### src/design/ctc_pkg.sv
// Shared types and constants for the contingency table counter.
package ctc_pkg;

  // Number of parent value fields carried by one item.
  localparam int NUM_PARENT_FIELDS = 4;
  // Largest number of parents that take part in the row index.
  localparam logic [2:0] MAX_PARENTS = 3'd4;

  // Operation carried in the slave-side tuser.
  typedef enum logic {
    OP_COUNT = 1'b0,
    OP_READ  = 1'b1
  } op_t;

  // Reason a transaction did not address a valid cell.
  typedef enum logic [1:0] {
    CAUSE_NONE           = 2'd0,
    CAUSE_PARENT_MISSING = 2'd1,
    CAUSE_OUT_OF_RANGE   = 2'd2
  } cause_t;

  // Register index on the configuration port.
  typedef enum logic [2:0] {
    REG_NUM_PARENTS      = 3'd0,
    REG_FACTOR_0         = 3'd1,
    REG_FACTOR_1         = 3'd2,
    REG_FACTOR_2         = 3'd3,
    REG_FACTOR_3         = 3'd4,
    REG_NODE_HAS_MISSING = 3'd5
  } reg_idx_t;

  // Configuration register contents.
  typedef struct packed {
    logic [2:0]                         num_parents;
    logic [NUM_PARENT_FIELDS-1:0][7:0]  factor;
    logic                               node_has_missing;
  } cfg_t;

  // One input item, all values kept as raw bits (sign is bit 4).
  typedef struct packed {
    op_t                                op;
    logic [4:0]                         node_value;
    logic [NUM_PARENT_FIELDS-1:0][4:0]  parent_value;
    logic [4:0]                         read_column;
    logic [7:0]                         read_row;
  } item_t;

  // Controller state.
  typedef enum logic [2:0] {
    S_CLEAR,
    S_IDLE,
    S_MUL,
    S_SUM,
    S_INDEX,
    S_READ,
    S_COMMIT
  } state_t;

  // Commands from the controller to the datapath.
  typedef struct packed {
    logic clear_en;
    logic load;
    logic mul_en;
    logic sum_en;
    logic index_en;
    logic commit;
  } cmd_t;

  // Status from the datapath to the controller.
  typedef struct packed {
    logic clear_last;
    logic out_free;
  } stat_t;

endpackage

### src/design/ctc_ctrl.sv
// Controller state machine: table clear sweep and per-transaction sequencing.
module ctc_ctrl (
  input  logic            clk,
  input  logic            rst,
  input  logic            in_valid,
  output logic            in_ready,
  input  ctc_pkg::stat_t  stat,
  output ctc_pkg::cmd_t   cmd
);

  ctc_pkg::state_t state;
  ctc_pkg::state_t state_next;

  // State register; reset starts the clear sweep.
  always_ff @(posedge clk) begin
    if (rst) begin
      state <= ctc_pkg::S_CLEAR;
    end else begin
      state <= state_next;
    end
  end

  // Next state and commands.
  always_comb begin
    state_next = state;
    cmd        = '0;
    in_ready   = 1'b0;
    unique case (state)
      ctc_pkg::S_CLEAR: begin
        cmd.clear_en = 1'b1;
        if (stat.clear_last) begin
          state_next = ctc_pkg::S_IDLE;
        end
      end
      ctc_pkg::S_IDLE: begin
        in_ready = 1'b1;
        if (in_valid) begin
          cmd.load   = 1'b1;
          state_next = ctc_pkg::S_MUL;
        end
      end
      ctc_pkg::S_MUL: begin
        cmd.mul_en = 1'b1;
        state_next = ctc_pkg::S_SUM;
      end
      ctc_pkg::S_SUM: begin
        cmd.sum_en = 1'b1;
        state_next = ctc_pkg::S_INDEX;
      end
      ctc_pkg::S_INDEX: begin
        cmd.index_en = 1'b1;
        state_next   = ctc_pkg::S_READ;
      end
      ctc_pkg::S_READ: begin
        // The memory read data lands at the end of this cycle.
        state_next = ctc_pkg::S_COMMIT;
      end
      ctc_pkg::S_COMMIT: begin
        if (stat.out_free) begin
          cmd.commit = 1'b1;
          state_next = ctc_pkg::S_IDLE;
        end
      end
      default: begin
        state_next = ctc_pkg::S_IDLE;
      end
    endcase
  end

endmodule

### config.mk
export PLATFORM = sky130hd
export DESIGN_NAME = ctc_ctrl
export DESIGN_NICKNAME = d
export VERILOG_FILES = /design/src/design/ctc_pkg.sv /design/src/design/ctc_ctrl.sv
export SDC_FILE = /design/constraint.sdc
export NUM_CORES = 1
export LEC_CHECK = 0
export ABC_CLOCK_PERIOD_IN_PS = 3500
export BUFFER_PORTS_ARGS = -buffer_cell sky130_fd_sc_hd__buf_2
export CORE_AREA = 3 3 40 42
export DETAILED_ROUTE_END_ITERATION = 10
export DIE_AREA = 0 0 43 45
export HOLD_SLACK_MARGIN = 0.03
export PLACE_DENSITY = 0.42
export SLEW_MARGIN = 20
export SYNTH_ARGS = -nofsm -noshare
export SYNTH_HDL_FRONTEND = slang
export SYNTH_SLANG_ARGS = --single-unit
### constraint.sdc
create_clock -name clk -period 3.5 [get_ports clk]
set_input_delay 0 -clock clk [delete_from_list [all_inputs] [get_ports clk]]
set_output_delay 0 -clock clk [all_outputs]
set_load 0.01 [all_outputs]
Word-level counts from Yosys, hierarchy flattened. Index checks and enable logic that the tools add are counted.

Output and inout port bits: 7. Register bits: 3. Input port bits: 5.

Multiplexer cells: 13. Reductions and logical operators: 2. Equal/unequal tests: 9.

Operator list (count): one-hot mux 3 bit (7 select lines) (1); equality test 3 bit, second input constant (3); 2-to-1 mux 1 bit (9); 2-to-1 mux 3 bit (3); equality test 3 x 2 -> 1 bit, second input constant (2); != test 2 bit, second input constant (3); equality test 3 x 1 -> 1 bit, second input constant (1); logical NOT 3 bit (1); AND reduction 3 bit (1).

Depth between registers and ports, before layout.
Word-level depth: 3. Gate-level depth with buffers: 6.

Worst setup path before layout. OpenSTA, ideal clock, no wires.

Path type: register -> register. From: reg state[1]. To: reg state[1]. Data arrival time: 1.320 ns. Required time: 3.375 ns. Stages on the path, launching flop included: 6. Setup slack: 2.055 ns. Setup time: 0.125 ns. Period minus slack after synthesis: 1.445 ns. Cells stage by stage: dfxtp_1 > buf_6 > inv_2 > ha_1 > nor3_1 > o41a_1.

Longest elaborated chain between the ends: 3. Elaborated cells on any way between the ends: 12.

Ends and longest elaborated chain: start: declaration (line ctc_ctrl.sv:11) `ctc_pkg::state_t state;`; start signal: assignment (line ctc_ctrl.sv:17) `state <= ctc_pkg::S_CLEAR;`; start signal: assignment (line ctc_ctrl.sv:19) `state <= state_next;`; equality test 3 bit (tied with other cells) (line ctc_ctrl.sv:28) `unique case (state)`; != test 2 bit (no line); AND reduction 3 bit (no line).

Several ways; a longest one is shown, not always the timed one. A chain may end at the register's enable or synchronous reset.

Worst setup path in the final report.
From: reg state[1]. To: reg state[0].

The elaborated chain is that of the path after synthesis.

==> results.toml <==
[timing]
hold_violations = 0
max_slew_margin = 0.692
slew_viol_final = 0
setup_tns_ns = 0
setup_slack_ns = 1.79
worst_slew_pin_slew_ns = 0.461
layout_min_cycle_time_ns = 1.71
min_period_over_period = 0.488
rsz0062_at_grt = "no"
fmax_mhz = 586
setup-violations-final = 0
finClkSkew_ns = 0.00152

[placed_design]
place_ws_ns = 1.78
globalplace.congestion = 0.619
hpwl_um = 500
placed_cell_area_um2 = 339
io_buffer_count = 11
placed_cells = 60

[finish]
largest_reg_flops = 3
layout_common_cells = "11 x buf_2, 7 x nor3_1"
largestRegisters = "state: 3 flops"
layout_commonest_cell = "buf_2"
nNetsFinal = 56
n_antenna_cell = 0
top_register = "state"
drive_above_1_share = 0.408
stdcell_area_um2 = 365
fill_cells = 144
instances_no_fill = 64
area_delta_synth_final_pct = 28.6

[worst_setup_path]
start_kind = "register"
reg2reg_from = "state[1]"
critical-path-max-stage-delay_ns = 0.56
path_delay_family = "flip-flops"
critPathCapture = "state[0]"
crit_type = "register to register"
cp.buffers_inverters = 1
critPathMaxFanout = 12
critPathArrivalTime_ns = 1.84
crit_path_start = "state[1]"
critPathRequiredTime_ns = 3.64
reg2reg_depth = 5
crit_path_end_kind = "register"
crit_chain = "inv_2 -> ha_1 -> nand2_1 -> a31o_1 -> a211oi_1"
regToRegEndpoint = "state[0]"
crit_slowest_cell = "dfxtp_1"
path_depth = 5
reg2reg_slack_ns = 1.79

[hold_path]
hold_class = "input port to register"

[yosys]
syn_avg_cell_area_um2 = 7.89
synth_top_area_cell = "dfxtp_1"
synth_area_um2 = 284
synth_fp_nets = 42
ys_ff_latch = 3
synth.area.top_cells = "dfxtp_1 21%, nor3_1 12%, a2111oi_2 5.3%"
synthCells = 36
synth_top_cell_area_share = 0.211
synth_cell_types = 23
ys_warn_count = 0
synth_seq_area_share = 0.211

[global_route]
first_global_vias = 273
grt_busiest_layer = "met2"
antenna_found_initial = 0
grt_use_met3 = 0.0398
track_usage = 0.0798
globalRouteOverflowTotal = 0
met1_usage = 0.0911
grt_max_degree = 16
use_met2 = 0.117
grt_pass1_wl_mm = 1.11

[clocking]
clkLatencyLatePin_ns = 0.23
cts.sinks = 3
postCtsHoldBufs = 0
clockBufferDepth = 2
cts_resized = 0
tritoncts = "yes"
postCtsSetupBuffers = 0
clkTransAtPathRegs_ns = 0.04
numCtsBuffers = 3
htree_levels = 1
root_buffer = "clkbuf_4"

[routing]
vias_per_cell = 4.67
drc = 0
drt_wl_total_um = 624
num_vias = 299
first_iter_violations = 3
routedWlPerCell_um = 9.75
dr.pass1.iters = 2
antenna_left = 0

[floorplan]
ioPinCount = 12
core-area_um2 = 1280
dieWidth_um = 43
fp.dieH_um = 45
rows = 13
dieArea_um2 = 1940
start_util = 0.221

[power_and_ir_drop]
p_leak_nw = 0.159
powerDensity_nw_per_um2 = 366
vdd_drop_max_mv = 0.160

[status]
status = "finished, final reports clean"

[flow_run]
max_cap_violations = 0
## layout make-up
cell class	instances	area (um^2)	share of cell area
timing repair buffer	11	55.1	0.151
clock buffer	4	26.3	0.0719
multi-input combinational	28	194	0.531
sequential	3	60.1	0.164
inverter	3	11.3	0.0308
tap	15	18.8	0.0514
## routing by layer
metal	routed length (um)	vias to the layer above
met2	306	4
met3	30	0
met4	0	0
met1	287	135
met5	0	-
li1	-	160
## cells in the mapped netlist
library cell / count
a2111oi_2: 1
a211oi_1: 1
a31o_1: 1
a31oi_1: 1
and3_1: 1
buf_4: 1
buf_6: 1
dfxtp_1: 3
ha_1: 1
inv_1: 1
inv_2: 2
nand2_1: 3
nor2_1: 3
nor2_2: 1
nor2b_1: 1
nor3_1: 7
nor3b_2: 1
o311ai_1: 1
o31a_1: 1
o41a_1: 1
or2b_1: 1
or2b_4: 1
or4_1: 1
## kinds of logic (layout without fill, tap and decap cells)
family	count (synthesis)	in the layout	share of synthesized area
AOI/OAI and AO/OA	7	7	0.234
adders and majority gates	1	1	0.0440
buffers and inverters	5	18	0.106
DFF	3	3	0.211
and+or+nand+nor	20	20	0.405
## report_power, final
part           total (mW)  switching (mW)  internal (mW)
clock              0.0595          0.0168         0.0427
combinational      0.0320          0.0176         0.0144
sequential         0.0421         0.00528         0.0368
## worst min-delay path by stage
stage                        from       end  cells after the start
after detailed placement      rst  state[0]                      4
after CTS                     rst  state[0]                      4
after floorplan           stat[0]    cmd[0]                      2
final                         rst  state[0]                      4
after global placement        rst  state[0]                      4
after global routing          rst  state[2]                      3
## worst register-to-register path: cells and delay by family (launching register included)
kind            cells  cell delay [ns]
compound gates      2             0.46
simple gates        1             0.08
flops               1             0.56
buf+inv             1             0.08
fa+ha+maj           1             0.44
## stage by stage
step	util	total power, mW	hold slack, ns
2_1_floorplan	-	0.0650	0.0969
6_report	0.284	0.134	0.0504
3_5_place_dp	0.264	0.0751	0.286
3_3_place_gp	0.264	0.0759	0.292
4_1_cts	0.284	0.138	0.0411
5_1_grt	0.284	0.146	0.0618
Power figures use the tool's default switching activity.
