### config.mk
export PLATFORM = sky130hd
export DESIGN_NAME = ctc_regs
export DESIGN_NICKNAME = d
export VERILOG_FILES = /design/src/design/ctc_pkg.sv /design/src/design/ctc_regs.sv
export SDC_FILE = /design/constraint.sdc
export NUM_CORES = 1
export LEC_CHECK = 0
export BUFFER_PORTS_ARGS = -buffer_cell sky130_fd_sc_hd__buf_2
export CAP_MARGIN = 10
export CORE_MARGIN = 2
export CORE_UTILIZATION = 40
export DETAILED_ROUTE_END_ITERATION = 8
export HOLD_SLACK_MARGIN = 0.1
export PLACE_DENSITY_LB_ADDON = 0.15
export SLEW_MARGIN = 25
export SYNTH_ARGS = -nofsm -noshare
export SYNTH_HDL_FRONTEND = slang
export SYNTH_SLANG_ARGS = --single-unit
### constraint.sdc
create_clock -name clk -period 2.5 [get_ports clk]
set_input_delay 0.5 -clock clk [delete_from_list [all_inputs] [get_ports clk]]
set_output_delay 0.5 -clock clk [all_outputs]
set_load 0.03 [all_outputs]
### src/design/ctc_pkg.sv
// Shared types and constants for the contingency table counter.
package ctc_pkg;

  // Number of parent value fields carried by one item.
  localparam int NUM_PARENT_FIELDS = 4;
  // Largest number of parents that take part in the row index.
  localparam logic [2:0] MAX_PARENTS = 3'd4;

  // Operation carried in the slave-side tuser.
  typedef enum logic {
    OP_COUNT = 1'b0,
    OP_READ  = 1'b1
  } op_t;

  // Reason a transaction did not address a valid cell.
  typedef enum logic [1:0] {
    CAUSE_NONE           = 2'd0,
    CAUSE_PARENT_MISSING = 2'd1,
    CAUSE_OUT_OF_RANGE   = 2'd2
  } cause_t;

  // Register index on the configuration port.
  typedef enum logic [2:0] {
    REG_NUM_PARENTS      = 3'd0,
    REG_FACTOR_0         = 3'd1,
    REG_FACTOR_1         = 3'd2,
    REG_FACTOR_2         = 3'd3,
    REG_FACTOR_3         = 3'd4,
    REG_NODE_HAS_MISSING = 3'd5
  } reg_idx_t;

  // Configuration register contents.
  typedef struct packed {
    logic [2:0]                         num_parents;
    logic [NUM_PARENT_FIELDS-1:0][7:0]  factor;
    logic                               node_has_missing;
  } cfg_t;

  // One input item, all values kept as raw bits (sign is bit 4).
  typedef struct packed {
    op_t                                op;
    logic [4:0]                         node_value;
    logic [NUM_PARENT_FIELDS-1:0][4:0]  parent_value;
    logic [4:0]                         read_column;
    logic [7:0]                         read_row;
  } item_t;

  // Controller state.
  typedef enum logic [2:0] {
    S_CLEAR,
    S_IDLE,
    S_MUL,
    S_SUM,
    S_INDEX,
    S_READ,
    S_COMMIT
  } state_t;

  // Commands from the controller to the datapath.
  typedef struct packed {
    logic clear_en;
    logic load;
    logic mul_en;
    logic sum_en;
    logic index_en;
    logic commit;
  } cmd_t;

  // Status from the datapath to the controller.
  typedef struct packed {
    logic clear_last;
    logic out_free;
  } stat_t;

endpackage

### src/design/ctc_regs.sv
// Configuration register file behind the APB-style port.
module ctc_regs (
  input  logic               clk,
  input  logic               rst,
  input  logic               psel,
  input  logic               penable,
  input  logic               pwrite,
  input  logic [4:0]         paddr,
  input  logic [31:0]        pwdata,
  output logic [31:0]        prdata,
  output ctc_pkg::cfg_t      cfg
);

  ctc_pkg::reg_idx_t idx;
  logic              wr_en;

  assign idx   = ctc_pkg::reg_idx_t'(paddr[4:2]);
  assign wr_en = psel && penable && pwrite;

  // Register writes; addresses past the last register are ignored.
  always_ff @(posedge clk) begin
    if (rst) begin
      cfg <= '0;
    end else if (wr_en) begin
      unique case (idx)
        ctc_pkg::REG_NUM_PARENTS:      cfg.num_parents      <= pwdata[2:0];
        ctc_pkg::REG_FACTOR_0:         cfg.factor[0]        <= pwdata[7:0];
        ctc_pkg::REG_FACTOR_1:         cfg.factor[1]        <= pwdata[7:0];
        ctc_pkg::REG_FACTOR_2:         cfg.factor[2]        <= pwdata[7:0];
        ctc_pkg::REG_FACTOR_3:         cfg.factor[3]        <= pwdata[7:0];
        ctc_pkg::REG_NODE_HAS_MISSING: cfg.node_has_missing <= pwdata[0];
        default: ;
      endcase
    end
  end

  // Read data is the addressed register, zero elsewhere.
  always_comb begin
    unique case (idx)
      ctc_pkg::REG_NUM_PARENTS:      prdata = {29'd0, cfg.num_parents};
      ctc_pkg::REG_FACTOR_0:         prdata = {24'd0, cfg.factor[0]};
      ctc_pkg::REG_FACTOR_1:         prdata = {24'd0, cfg.factor[1]};
      ctc_pkg::REG_FACTOR_2:         prdata = {24'd0, cfg.factor[2]};
      ctc_pkg::REG_FACTOR_3:         prdata = {24'd0, cfg.factor[3]};
      ctc_pkg::REG_NODE_HAS_MISSING: prdata = {31'd0, cfg.node_has_missing};
      default:                       prdata = 32'd0;
    endcase
  end

endmodule

## Yosys cells after proc, flatten, opt, wreduce, memory -nomap -nowiden

Index checks and enable logic that the tools add are counted.

- Bits in registers: 36
- Input port bits: 42
- Output and inout bits: 68
- Word-level logic and storage cells: 21

- Eq/ne operators: 5
- Mux-type cells: 1
- Reduce and logical (&&, ||, !) cells: 9

Operator list:

| operator | number |
|---|---|
| $pmux 8 s6 | 1 |
| $reduce_and 2->1 | 6 |
| $eq 3x2->1 const B | 2 |
| $eq 3x3->1 const B | 2 |
| $eq 3x1->1 const B | 1 |
| $logic_not 3->1 | 1 |
| $logic_and 1x1->1 | 2 |

## Logic depth before layout (Yosys ltp)

Gate-level depths: netlist of run 1.

- Word-level depth: 3
- Mapped depth: 5
- Gate-level depth less buffers: 3

## Worst setup path after synthesis of run 1

No wires, ideal clock.

- Path type: input -> output
- Start point: in paddr[2]
- End point: out prdata[1]
- Arrival: 1.675 ns
- Required time: 2.000 ns
- Path slack: 0.325 ns
- Stages on the path: 4
- Buffers on the path: 1
- Path through: buf_2 > mux4_2 > inv_1 > o21ai_0

- Cells in the longest elaborated chain, start to end: 2
- Elaborated cells between the ends (all ways): 7
- Those cells by class: eq/ne: 5; mux: 1; reduce/logical: 1

RTL lines:

| item | RTL line | RTL |
|---|---|---|
| start: declaration | ctc_regs.sv:8 | `input logic [4:0] paddr,` |
| $eq 3x3->1, or another cell as far along | ctc_regs.sv:39 | `unique case (idx)` |
| $pmux 8 s6 (*) | ctc_regs.sv:39 |  |
| end: declaration | ctc_regs.sv:10 | `output logic [31:0] prdata,` |

Every way passes the cells marked *; elsewhere a longest branch is shown, timed or not.

## Worst setup path after layout of run 1

Same ends and word-level chain as after synthesis.

==> impl_metrics.csv, run 1 <==
group,metric,value,unit
die,ios,110,
final_layout,layout-drive-gt1-share,29.8,%
global_route,grt_pass1_vias,1392,
route,routed_wl,4.60,mm
pwr,power.internal,0.971,mW
route,wl_per_cell,13.8,um
final_layout,regMostFlops,"cfg",
critical_path,cp.arrival,1.66,ns
synthesis,syn_area,0.00198,sq mm
synthesis,yosysWarningCount,0,
critical_path,worstSetupPathType,"input port to primary output",
critical_path,path_common_cell,"buf_2",
placement,dp_hpwl,3.20,mm
pwr,power_frac_seq,44.7,%
die,initial_core_util,41.6,%
critical_path,cp-start-kind,"input port",
final_layout,largest_reg_flops,36,
critical_path,cp-end-kind,"primary output",
final_layout,multi_input_area,0.00109,sq mm
die,die_x,74.3,um
final_layout,reg_top3,"cfg x36",
die,die_h,74.3,um
route,drc_errors,0,
clock_tree,cts_tree,"yes",
synthesis,synth_cells,206,
global_route,grt_max_degree,29,
synthesis,synth-async-reset-ratio,0,%
sta,fin_crit_sh,86.6,%
global_route,grt_usage,17.0,%
sta,timing.fmax,462,MHz
synthesis,ys_types,28,
status,status,"complete, no violations",
synthesis,synth_most_common_cell,"nand2b_1",
flow_run,drv_cap,0,
sta,hold_viol_final,0,
synthesis,synth_seq_cells,36,
clock_tree,cts.htree.levels,2,
global_route,grt-ovfl-total,0,
synthesis,syn_area_per_cell,9.60,sq um
global_route,antenna_found_initial,0,
pwr,p_leak,1.19,nW
synthesis,yosysTopAreaCell,"dfxtp_1",
sta,finalSetupViolations,0,
sta,finalSetupTns,0,ns
route,drt.antenna.violating_nets,0,
synthesis,seq_area_frac_synth,36.4,%
final_layout,antenna_cells,0,
pwr,swShare,25.2,%
final_layout,instances_no_fill,332,
clock_tree,clock_path_buffers,2,
die,row_count,25,
placement,place_inst,324,
sta,slew_viol_final,0,
critical_path,critPathSlowestCell,"mux4_2",
pwr,comb_power_share,11.9,%
placement,routabilityCongestion,0.750,
pwr,power,1.30,mW
sta,rsz0062_at_grt,"no",
clock_tree,clock_latency,0.29,ns
placement,portBuffers,59,
clock_tree,cts-resized-gates,0,
sta,period_needed,2.16,ns
die,dieArea,0.00552,sq mm
route,vias_per_cell,4.73,
final_layout,area_delta_synth_final,18.8,%
die,core,0.00475,sq mm
sta,clock_skew,0,ns
route,dr_total_vias,1570,
pwr,pwr_density_cell,552,mW/mm^2
synthesis,synth_common_cells,"37 x nand2b_1, 36 x dfxtp_1, 35 x mux2i_1",
clock_tree,cts_sinks,36,
critical_path,cp.required,2.00,ns
sta,holdWs,0.484,ns
synthesis,synth.area.top_cells,"dfxtp_1 36%, mux2i_1 18%, nand2b_1 12%, buf_4 9.9%, nor2b_1 3.2%",
route,first_pass_iters,4,
critical_path,crit_path_max_incr_delay,0.55,ns
pwr,pwr-share-clk,43.4,%
final_layout,fin_nets,306,
pwr,p_sw,0.327,mW
clock_tree,cts.clk_slew.worst_paths,0.07,ns
route,drt_iter0_markers,73,
pwr,vdd_drop_max,309,uV
synthesis,yosys_most_used_dff,"dfxtp_1",
synthesis,yosys.area.top_type_share,36.4,%
critical_path,path_max_fanout,17,
critical_path,cp_cell_sequence,"buf_2, mux4_2, inv_1, o21ai_0, buf_2",
global_route,grt_pass1_wl,7.04,mm
synthesis,synth-edff-count,0,
clock_tree,cts_root_buf,"clkbuf_8",
final_layout,regArea,721,sq um
final_layout,nFillCells,488,
clock_tree,ctsHoldBuffers,0,
min_path,min_path_type,"flip-flop to flip-flop",
clock_tree,post_cts_buffers,0,
clock_tree,cts_inserted_buffers,5,
critical path, delay by kind of cell:
family          cells  cell delay, ns
compound gates      1            0.06
buf+inv             3            0.56
mux                 1            0.55
metal layers:
layer	GRT usage, %	wire [um]	vias up
met4	4.17	38	0
li1	-	-	768
met2	25.3	2080	56
met1	24.1	2200	741
met3	5.56	276	5
met5	0	0	-
cell families after synthesis:
| logic type | Yosys count | synth area share [%] |
|---|---|---|
| other | 1 | 0.190 |
| multiplexers | 38 | 20.6 |
| AO/OA/AOI/OAI | 30 | 8.73 |
| AND/OR/NAND/NOR | 65 | 21.4 |
| flip-flops | 36 | 36.4 |
| buffers and inverters | 36 | 12.7 |
per-stage QoR:
stage | utilization [%] | instance area, sq um | setup slack, ns
floorplan | - | 2060 | 0.325
global placement | 46.8 | 2220 | 0.319
detailed placement | 46.8 | 2220 | 0.323
CTS | 49.4 | 2350 | 0.322
global route | 49.4 | 2350 | 0.223
finish | 49.4 | 2350 | 0.335
final cells by class:
type	count	area share [%]
inverters	2	0.319
flip-flops and latches	36	30.7
clock inverters	1	1.28
clock buffers	7	4.10
well taps	67	3.57
repair buffers	62	13.5
multi-input cells	157	46.5
cells in the final DEF, fill, tap and decap left out:
cell and count:
o21ai_1 9, and4b_4 1, o21ai_0 10, o22ai_1 5, nand2_1 4, inv_1 2
nand3_1 2, conb_1 24, and4_1 1, nand2b_1 37, nand2b_4 1, mux2i_1 35
mux4_2 2, and3_1 1, nand4b_4 1, clkbuf_8 7, nand2_2 2, buf_2 59
buf_4 3, bufinv_16 1, mux2_2 1, dfxtp_1 36, nor2b_2 1, or2_0 1
a22oi_1 5, nor2b_1 10, nor2_1 3, o31a_1 1
final timing paths:
path	startpoint	to	slack [ns]	cells after the start
setup reg to reg	cfg[10]	cfg[10]	1.76	3
setup / recovery	paddr[2]	prdata[1]	0.34	5
hold / removal	cfg[20]	cfg[20]	0.48	2
hold reg to reg	cfg[20]	cfg[20]	0.48	2
power groups by stage:
| stage | Sequential, mW | Combinational, mW | Clock, mW |
|---|---|---|---|
| finish | 0.580 | 0.154 | 0.563 |
| global route | 0.581 | 0.167 | 0.607 |
| CTS | 0.580 | 0.154 | 0.576 |
| detailed placement | 0.594 | 0.154 | 0 |
| global placement | 0.594 | 0.154 | 0 |
| floorplan | 0.602 | 0.138 | 0 |
(Power assumes the default switching activity.)
==> run 2: changes to the inputs <==
--- a/config.mk
+++ b/config.mk
@@ -5,6 +5,7 @@
 export SDC_FILE = /design/constraint.sdc
 export NUM_CORES = 1
 export LEC_CHECK = 0
+export ABC_AREA = 1
 export BUFFER_PORTS_ARGS = -buffer_cell sky130_fd_sc_hd__buf_2
 export CAP_MARGIN = 10
 export CORE_MARGIN = 2
==> run 2 against run 1 <==
First-iteration DRC count down 8.2%. Non-clock buffer count shrank 3. Cell count up 36%. Fmax is 1.2% higher. Flip-flop and latch count unchanged. Critical path type unchanged. Critical endpoint unchanged.
==> impl_metrics.csv, run 2 <==
group,metric,value,unit
final_layout,largest_reg_flops,36,
die,initial_core_util,40.9,%
synthesis,synth_common_cells,"96 x nor2_1, 71 x nand2_1, 36 x dfxtp_1",
sta,finalSetupTns,0,ns
sta,tightest_slew,0.615,ns
critical_path,critPathSlowestCell,"buf_2",
synthesis,yosys.area.top_type_share,32.4,%
final_layout,instances_no_fill,452,
global_route,grt_pass1_vias,1803,
final_layout,regMostFlops,"cfg",
synthesis,yosys_most_used_dff,"dfxtp_1",
critical_path,cp-start-kind,"input port",
critical_path,critPathBufInv,3,
clock_tree,cts.htree.levels,2,
sta,period_needed,2.14,ns
synthesis,ys_types,24,
route,routed_wl,5.26,mm
die,row_count,27,
clock_tree,cts_inserted_buffers,5,
final_layout,antenna_cells,0,
route,dr_total_vias,2034,
final_layout,layout-drive-gt1-share,23.9,%
clock_tree,cts.clk_slew.worst_paths,0.07,ns
global_route,busiest_layer,"met2",
synthesis,synth_cells,326,
critical_path,cp.required,2.00,ns
global_route,grt_usage,17.7,%
pwr,pwr_density_cell,490,mW/mm^2
final_layout,reg_top3,"cfg x36",
die,ios,110,
final_layout,nFillCells,597,
sta,fin_crit_sh,85.6,%
route,vias_per_cell,4.50,
final_layout,final_common_cell,"nor2_1",
critical_path,cp_cell_sequence,"buf_2, nand2_1, nor2_4, nand2_1, nand2_1, inv_1, nand2_1, buf_2",
final_layout,multi_input_area,0.00117,sq mm
critical_path,cp.arrival,1.64,ns
critical_path,path_common_cell,"nand2_1",
placement,place_inst,444,
clock_tree,cts_root_buf,"clkbuf_8",
die,die_x,78.5,um
route,drc_errors,0,
synthesis,yosysTopAreaCell,"dfxtp_1",
global_route,grt-ovfl-total,0,
synthesis,syn_area_per_cell,6.82,sq um
sta,finalSetupViolations,0,
critical_path,cp-end-kind,"primary output",
critical_path,crit_path_max_incr_delay,0.35,ns
pwr,vdd_drop_max,303,uV
die,core,0.00544,sq mm
synthesis,synth_most_common_cell,"nor2_1",
die,dieArea,0.00617,sq mm
critical_path,crit_family,"buffers and inverters",
sta,slew_viol_final,0,
sta,slew_headroom,59.0,%
sta,hold_viol_final,0,
synthesis,synth-async-reset-ratio,0,%
pwr,p_leak,1.21,nW
final_layout,fin_nets,421,
final_layout,regArea,721,sq um
global_route,use_met1,22.2,%
synthesis,synth_seq_cells,36,
synthesis,syn_area,0.00222,sq mm
synthesis,synth-edff-count,0,
route,drt_iter0_markers,67,
global_route,antenna_found_initial,0,
synthesis,seq_area_frac_synth,32.4,%
placement,routabilityCongestion,0.776,
sta,holdWs,0.496,ns
global_route,grt_max_degree,37,
final_layout,finish.utilization,45.7,%
critical_path,path_max_fanout,11,
route,first_pass_iters,4,
clock_tree,clock_path_buffers,2,
placement,dp_hpwl,3.76,mm
placement,portBuffers,59,
synthesis,yosysWarningCount,0,
sta,clock_skew,0,ns
min_path,min_path_type,"flip-flop to flip-flop",
sta,timing.fmax,467,MHz
synthesis,synth.area.top_cells,"dfxtp_1 32%, nor2_1 16%, nand2_1 12%, buf_4 9.5%, nand3_1 7.0%",
route,wl_per_cell,11.6,um
clock_tree,cts_sinks,36,
sta,rsz0062_at_grt,"no",
die,die_h,78.5,um
clock_tree,post_cts_buffers,0,
clock_tree,cts-resized-gates,0,
clock_tree,cts_tree,"yes",
critical_path,worstSetupPathType,"input port to primary output",
clock_tree,ctsHoldBuffers,0,
final_layout,area_delta_synth_final,11.8,%
route,drt.antenna.violating_nets,0,
global_route,grtUsageMet3,4.48,%
status,status,"complete, no violations",
flow_run,drv_cap,0,
global_route,grt_util_met2,29.7,%
clock_tree,clock_latency,0.29,ns
final_layout,final_cell_mix,"96 x nor2_1, 71 x nand2_1, 59 x buf_2",
global_route,grt_pass1_wl,8.62,mm
==> run 2: cell types whose count changed after synthesis, sizes merged, moves of 11 or more <==
cell,previous run,this run
nor2,3,106
nand2b,38,0
mux2i,35,0
o21ai,19,0
nand3,2,40
inv,2,28
nand2,6,73
nor2b,11,0
==> run 2: report_power, final <==
part           total (mW)  internal [mW]  switching [mW]
sequential          0.586          0.581         0.00529
clock               0.437          0.225           0.212
combinational       0.195         0.0404           0.155
total                1.22          0.846           0.372
==> run 2: through the flow <==
| step | setup WS (ns) | area [sq um] | power [mW] |
|---|---|---|---|
| after global routing | 0.216 | 2480 | 1.26 |
| after global placement | 0.349 | 2390 | 0.796 |
| final | 0.361 | 2480 | 1.22 |
| after detailed placement | 0.347 | 2390 | 0.797 |
| after floorplan | 0.593 | 2310 | 0.796 |
| after CTS | 0.348 | 2480 | 1.23 |
==> run 2: logic make-up (layout without fill, tap and decap cells) <==
kind of cell | after synthesis | in the layout | synth area share [%]
buf+inv | 65 | 96 | 18.9
flops | 36 | 36 | 32.4
other cells | 1 | 24 | 0.169
simple gates | 224 | 224 | 48.5
==> run 2: tightest hold or removal path, cell delays in order, from the launching register on <==
cell,delay [ns]
dfxtp_1,0.32
nor2_1,0.09
nor2_1,0.05
==> run 2: final cells by class <==
| cell class | instances | area share [%] |
|---|---|---|
| multi-input cells | 248 | 47.0 |
| inverters | 29 | 4.88 |
| clock buffers | 8 | 3.63 |
| flip-flops and latches | 36 | 29.0 |
| repair buffers | 59 | 11.9 |
| well taps | 72 | 3.63 |
==> run 2: worst paths after layout <==
| kind | from | endpoint | slack, ns | cells after the start |
|---|---|---|---|---|
| setup / recovery | paddr[2] | prdata[1] | 0.36 | 8 |
| hold / removal | cfg[6] | cfg[6] | 0.50 | 2 |
| setup reg to reg | cfg[28] | cfg[28] | 1.89 | 2 |
| hold reg to reg | cfg[6] | cfg[6] | 0.50 | 2 |
==> run 2: metal layers <==
layer	vias to the layer above	wire (um)
li1	1057	-
met4	0	76
met2	73	2520
met3	6	423
met5	-	0
met1	898	2250
==> run 3: changes to the inputs <==
--- a/config.mk
+++ b/config.mk
@@ -12,7 +12,7 @@
 export CORE_UTILIZATION = 40
 export DETAILED_ROUTE_END_ITERATION = 8
 export HOLD_SLACK_MARGIN = 0.1
-export PLACE_DENSITY_LB_ADDON = 0.15
+export PLACE_DENSITY = 0.69
 export SLEW_MARGIN = 25
 export SYNTH_ARGS = -nofsm -noshare
 export SYNTH_HDL_FRONTEND = slang
==> run 3 against run 2 <==
Sequential power is essentially flat. Die area is the same. Total power is essentially flat. Sequential share of layout area is the same. Clock-buffer cell count is the same. Worst hold slack gained 0.0021 ns. Flip-flop and latch count is the same. Critical path depth is the same. Via count grew 0.59%. Global-route usage grew 0.055 points.
==> impl_metrics.csv, run 3 (same netlist as run 2, synthesis figures left out) <==
group,metric,value,unit
pwr,power.internal,0.847,mW
placement,routabilityCongestion,0.813,
clock_tree,cts_inserted_buffers,5,
critical_path,cp.required,2.00,ns
global_route,grt_pass1_vias,1886,
flow_run,drv_cap,0,
final_layout,antenna_cells,0,
critical_path,critPathSlowestCell,"buf_2",
critical_path,worstSetupStartpoint,"paddr[2]",
critical_path,path_depth,8,
final_layout,layout-drive-gt1-share,23.7,%
final_layout,final_common_cell,"nor2_1",
clock_tree,cts_root_buf,"clkbuf_8",
die,ios,110,
global_route,grt-ovfl-total,0,
sta,clock_skew,0,ns
pwr,p_leak,1.21,nW
clock_tree,post_cts_buffers,0,
final_layout,largest_reg_flops,36,
placement,portBuffers,59,
sta,finalSetupViolations,0,
pwr,p_sw,0.372,mW
final_layout,fin_nets,421,
sta,slew_headroom,30.9,%
pwr,pwr_density_cell,491,mW/mm^2
final_layout,reg_top3,"cfg x36",
min_path,min_path_type,"flip-flop to flip-flop",
pwr,power,1.22,mW
critical_path,reg2reg_from,"cfg[28]",
die,core,0.00544,sq mm
status,status,"complete, no violations",
placement,dp_hpwl,3.82,mm
clock_tree,cts_tree,"yes",
route,dr_total_vias,2046,
sta,tightest_slew,1.03,ns
route,vias_per_cell,4.53,
critical_path,cp.arrival,1.64,ns
final_layout,area_delta_synth_final,11.8,%
global_route,grt_max_degree,37,
critical_path,cp_cell_sequence,"buf_2, nand2_1, nor2_4, nand2_1, nand2_1, inv_1, nand2_1, buf_2",
final_layout,regMostFlops,"cfg",
final_layout,final_cell_mix,"96 x nor2_1, 71 x nand2_1, 59 x buf_2",
critical_path,r2r-end,"cfg[28]",
sta,period_needed,2.14,ns
clock_tree,cts.clk_slew.worst_paths,0.07,ns
critical_path,path_common_cell,"nand2_1",
sta,rsz0062_at_grt,"no",
global_route,grt_pass1_wl,8.67,mm
route,routed_wl,5.17,mm
clock_tree,clock_path_buffers,2,
critical_path,endpoint,"prdata[1]",
route,drc_errors,0,
route,drt.antenna.violating_nets,0,
die,die_h,78.5,um
pwr,power_frac_seq,48.1,%
critical_path,regToRegSetupSlack,1.89,ns
critical_path,rr_worst_depth,2,
sta,timing.fmax,467,MHz
pwr,comb_power_share,16.1,%
route,drt_iter0_markers,89,
critical_path,cp-end-kind,"primary output",
critical_path,cp-start-kind,"input port",
route,wl_per_cell,11.4,um
sta,fin_crit_sh,85.7,%
clock_tree,cts.htree.levels,2,
critical_path,path_max_fanout,11,
critical_path,critPathBufInv,3,
die,initial_core_util,40.9,%
pwr,vdd_drop_max,335,uV
critical_path,crit_path_max_incr_delay,0.35,ns
pwr,swShare,30.5,%
route,first_pass_iters,4,
pwr,pwr-share-clk,35.8,%
die,die_x,78.5,um
clock_tree,clock_latency,0.29,ns
global_route,antenna_found_initial,0,
clock_tree,cts_sinks,36,
critical_path,crit_family,"buffers and inverters",
sta,slew_viol_final,0,
clock_tree,cts-resized-gates,0,
die,row_count,27,
global_route,grt_usage,17.8,%
sta,finalSetupTns,0,ns
clock_tree,ctsHoldBuffers,0,
sta,hold_viol_final,0,
critical_path,worstSetupPathType,"input port to primary output",
die,dieArea,0.00617,sq mm
run 3: cell types whose count changed in the layout (fill, tap and decap cells not counted):
cell / before / now
clkinv_1: 0 / 1
inv_2: 2 / 1
run 3: worst reg2reg max path: cells and delay by family, from the launching register on:
kind | cells | cell delay, ns
and+or+nand+nor | 2 | 0.18
DFF | 1 | 0.33
run 3: worst min-delay path by stage:
stage,start,to,slack (ns),cells past startpoint
after floorplan,cfg[22],cfg[22],0.62,2
after global placement,cfg[21],cfg[21],0.49,2
after detailed placement,cfg[29],cfg[29],0.49,2
after CTS,cfg[29],cfg[29],0.50,2
after global routing,cfg[29],cfg[29],0.52,2
final,cfg[33],cfg[33],0.50,2
run 3: power groups by stage:
stage               logic (mW)  clock network [mW]  registers [mW]
floorplan                0.183                   0           0.613
global placement         0.195                   0           0.599
detailed placement       0.196                   0           0.599
CTS                      0.196               0.446           0.586
global route             0.213               0.471           0.587
finish                   0.196               0.437           0.586
run 3: area by class of cell:
type                       instances  area, sq um
fill                             594         2950
inverter                          29          121
timing repair buffer              59          295
sequential                        36          721
tap                               72         90.1
clock buffer                       8         90.1
multi-input combinational        248         1170
run 3: layer usage:
layer / track usage, % / up-vias / part of all wire [%]
met2: 30.7 / 82 / 47
met3: 3.10 / 9 / 7.1
met4: 7.02 / 0 / 1.9
met5: 0 / - / 0
met1: 21.8 / 901 / 43
li1: - / 1054 / -
run 3: stage by stage:
step | setup WS [ns] | hold WS, ns | area [sq um] | utilization [%] | instances
after global routing | 0.222 | 0.520 | 2480 | 45.7 | 452
after detailed placement | 0.352 | 0.489 | 2390 | 44.0 | 444
final | 0.358 | 0.498 | 2480 | 45.7 | 452
after global placement | 0.378 | 0.485 | 2390 | 44.0 | 444
after floorplan | 0.593 | 0.616 | 2310 | - | 349
after CTS | 0.354 | 0.500 | 2480 | 45.7 | 452
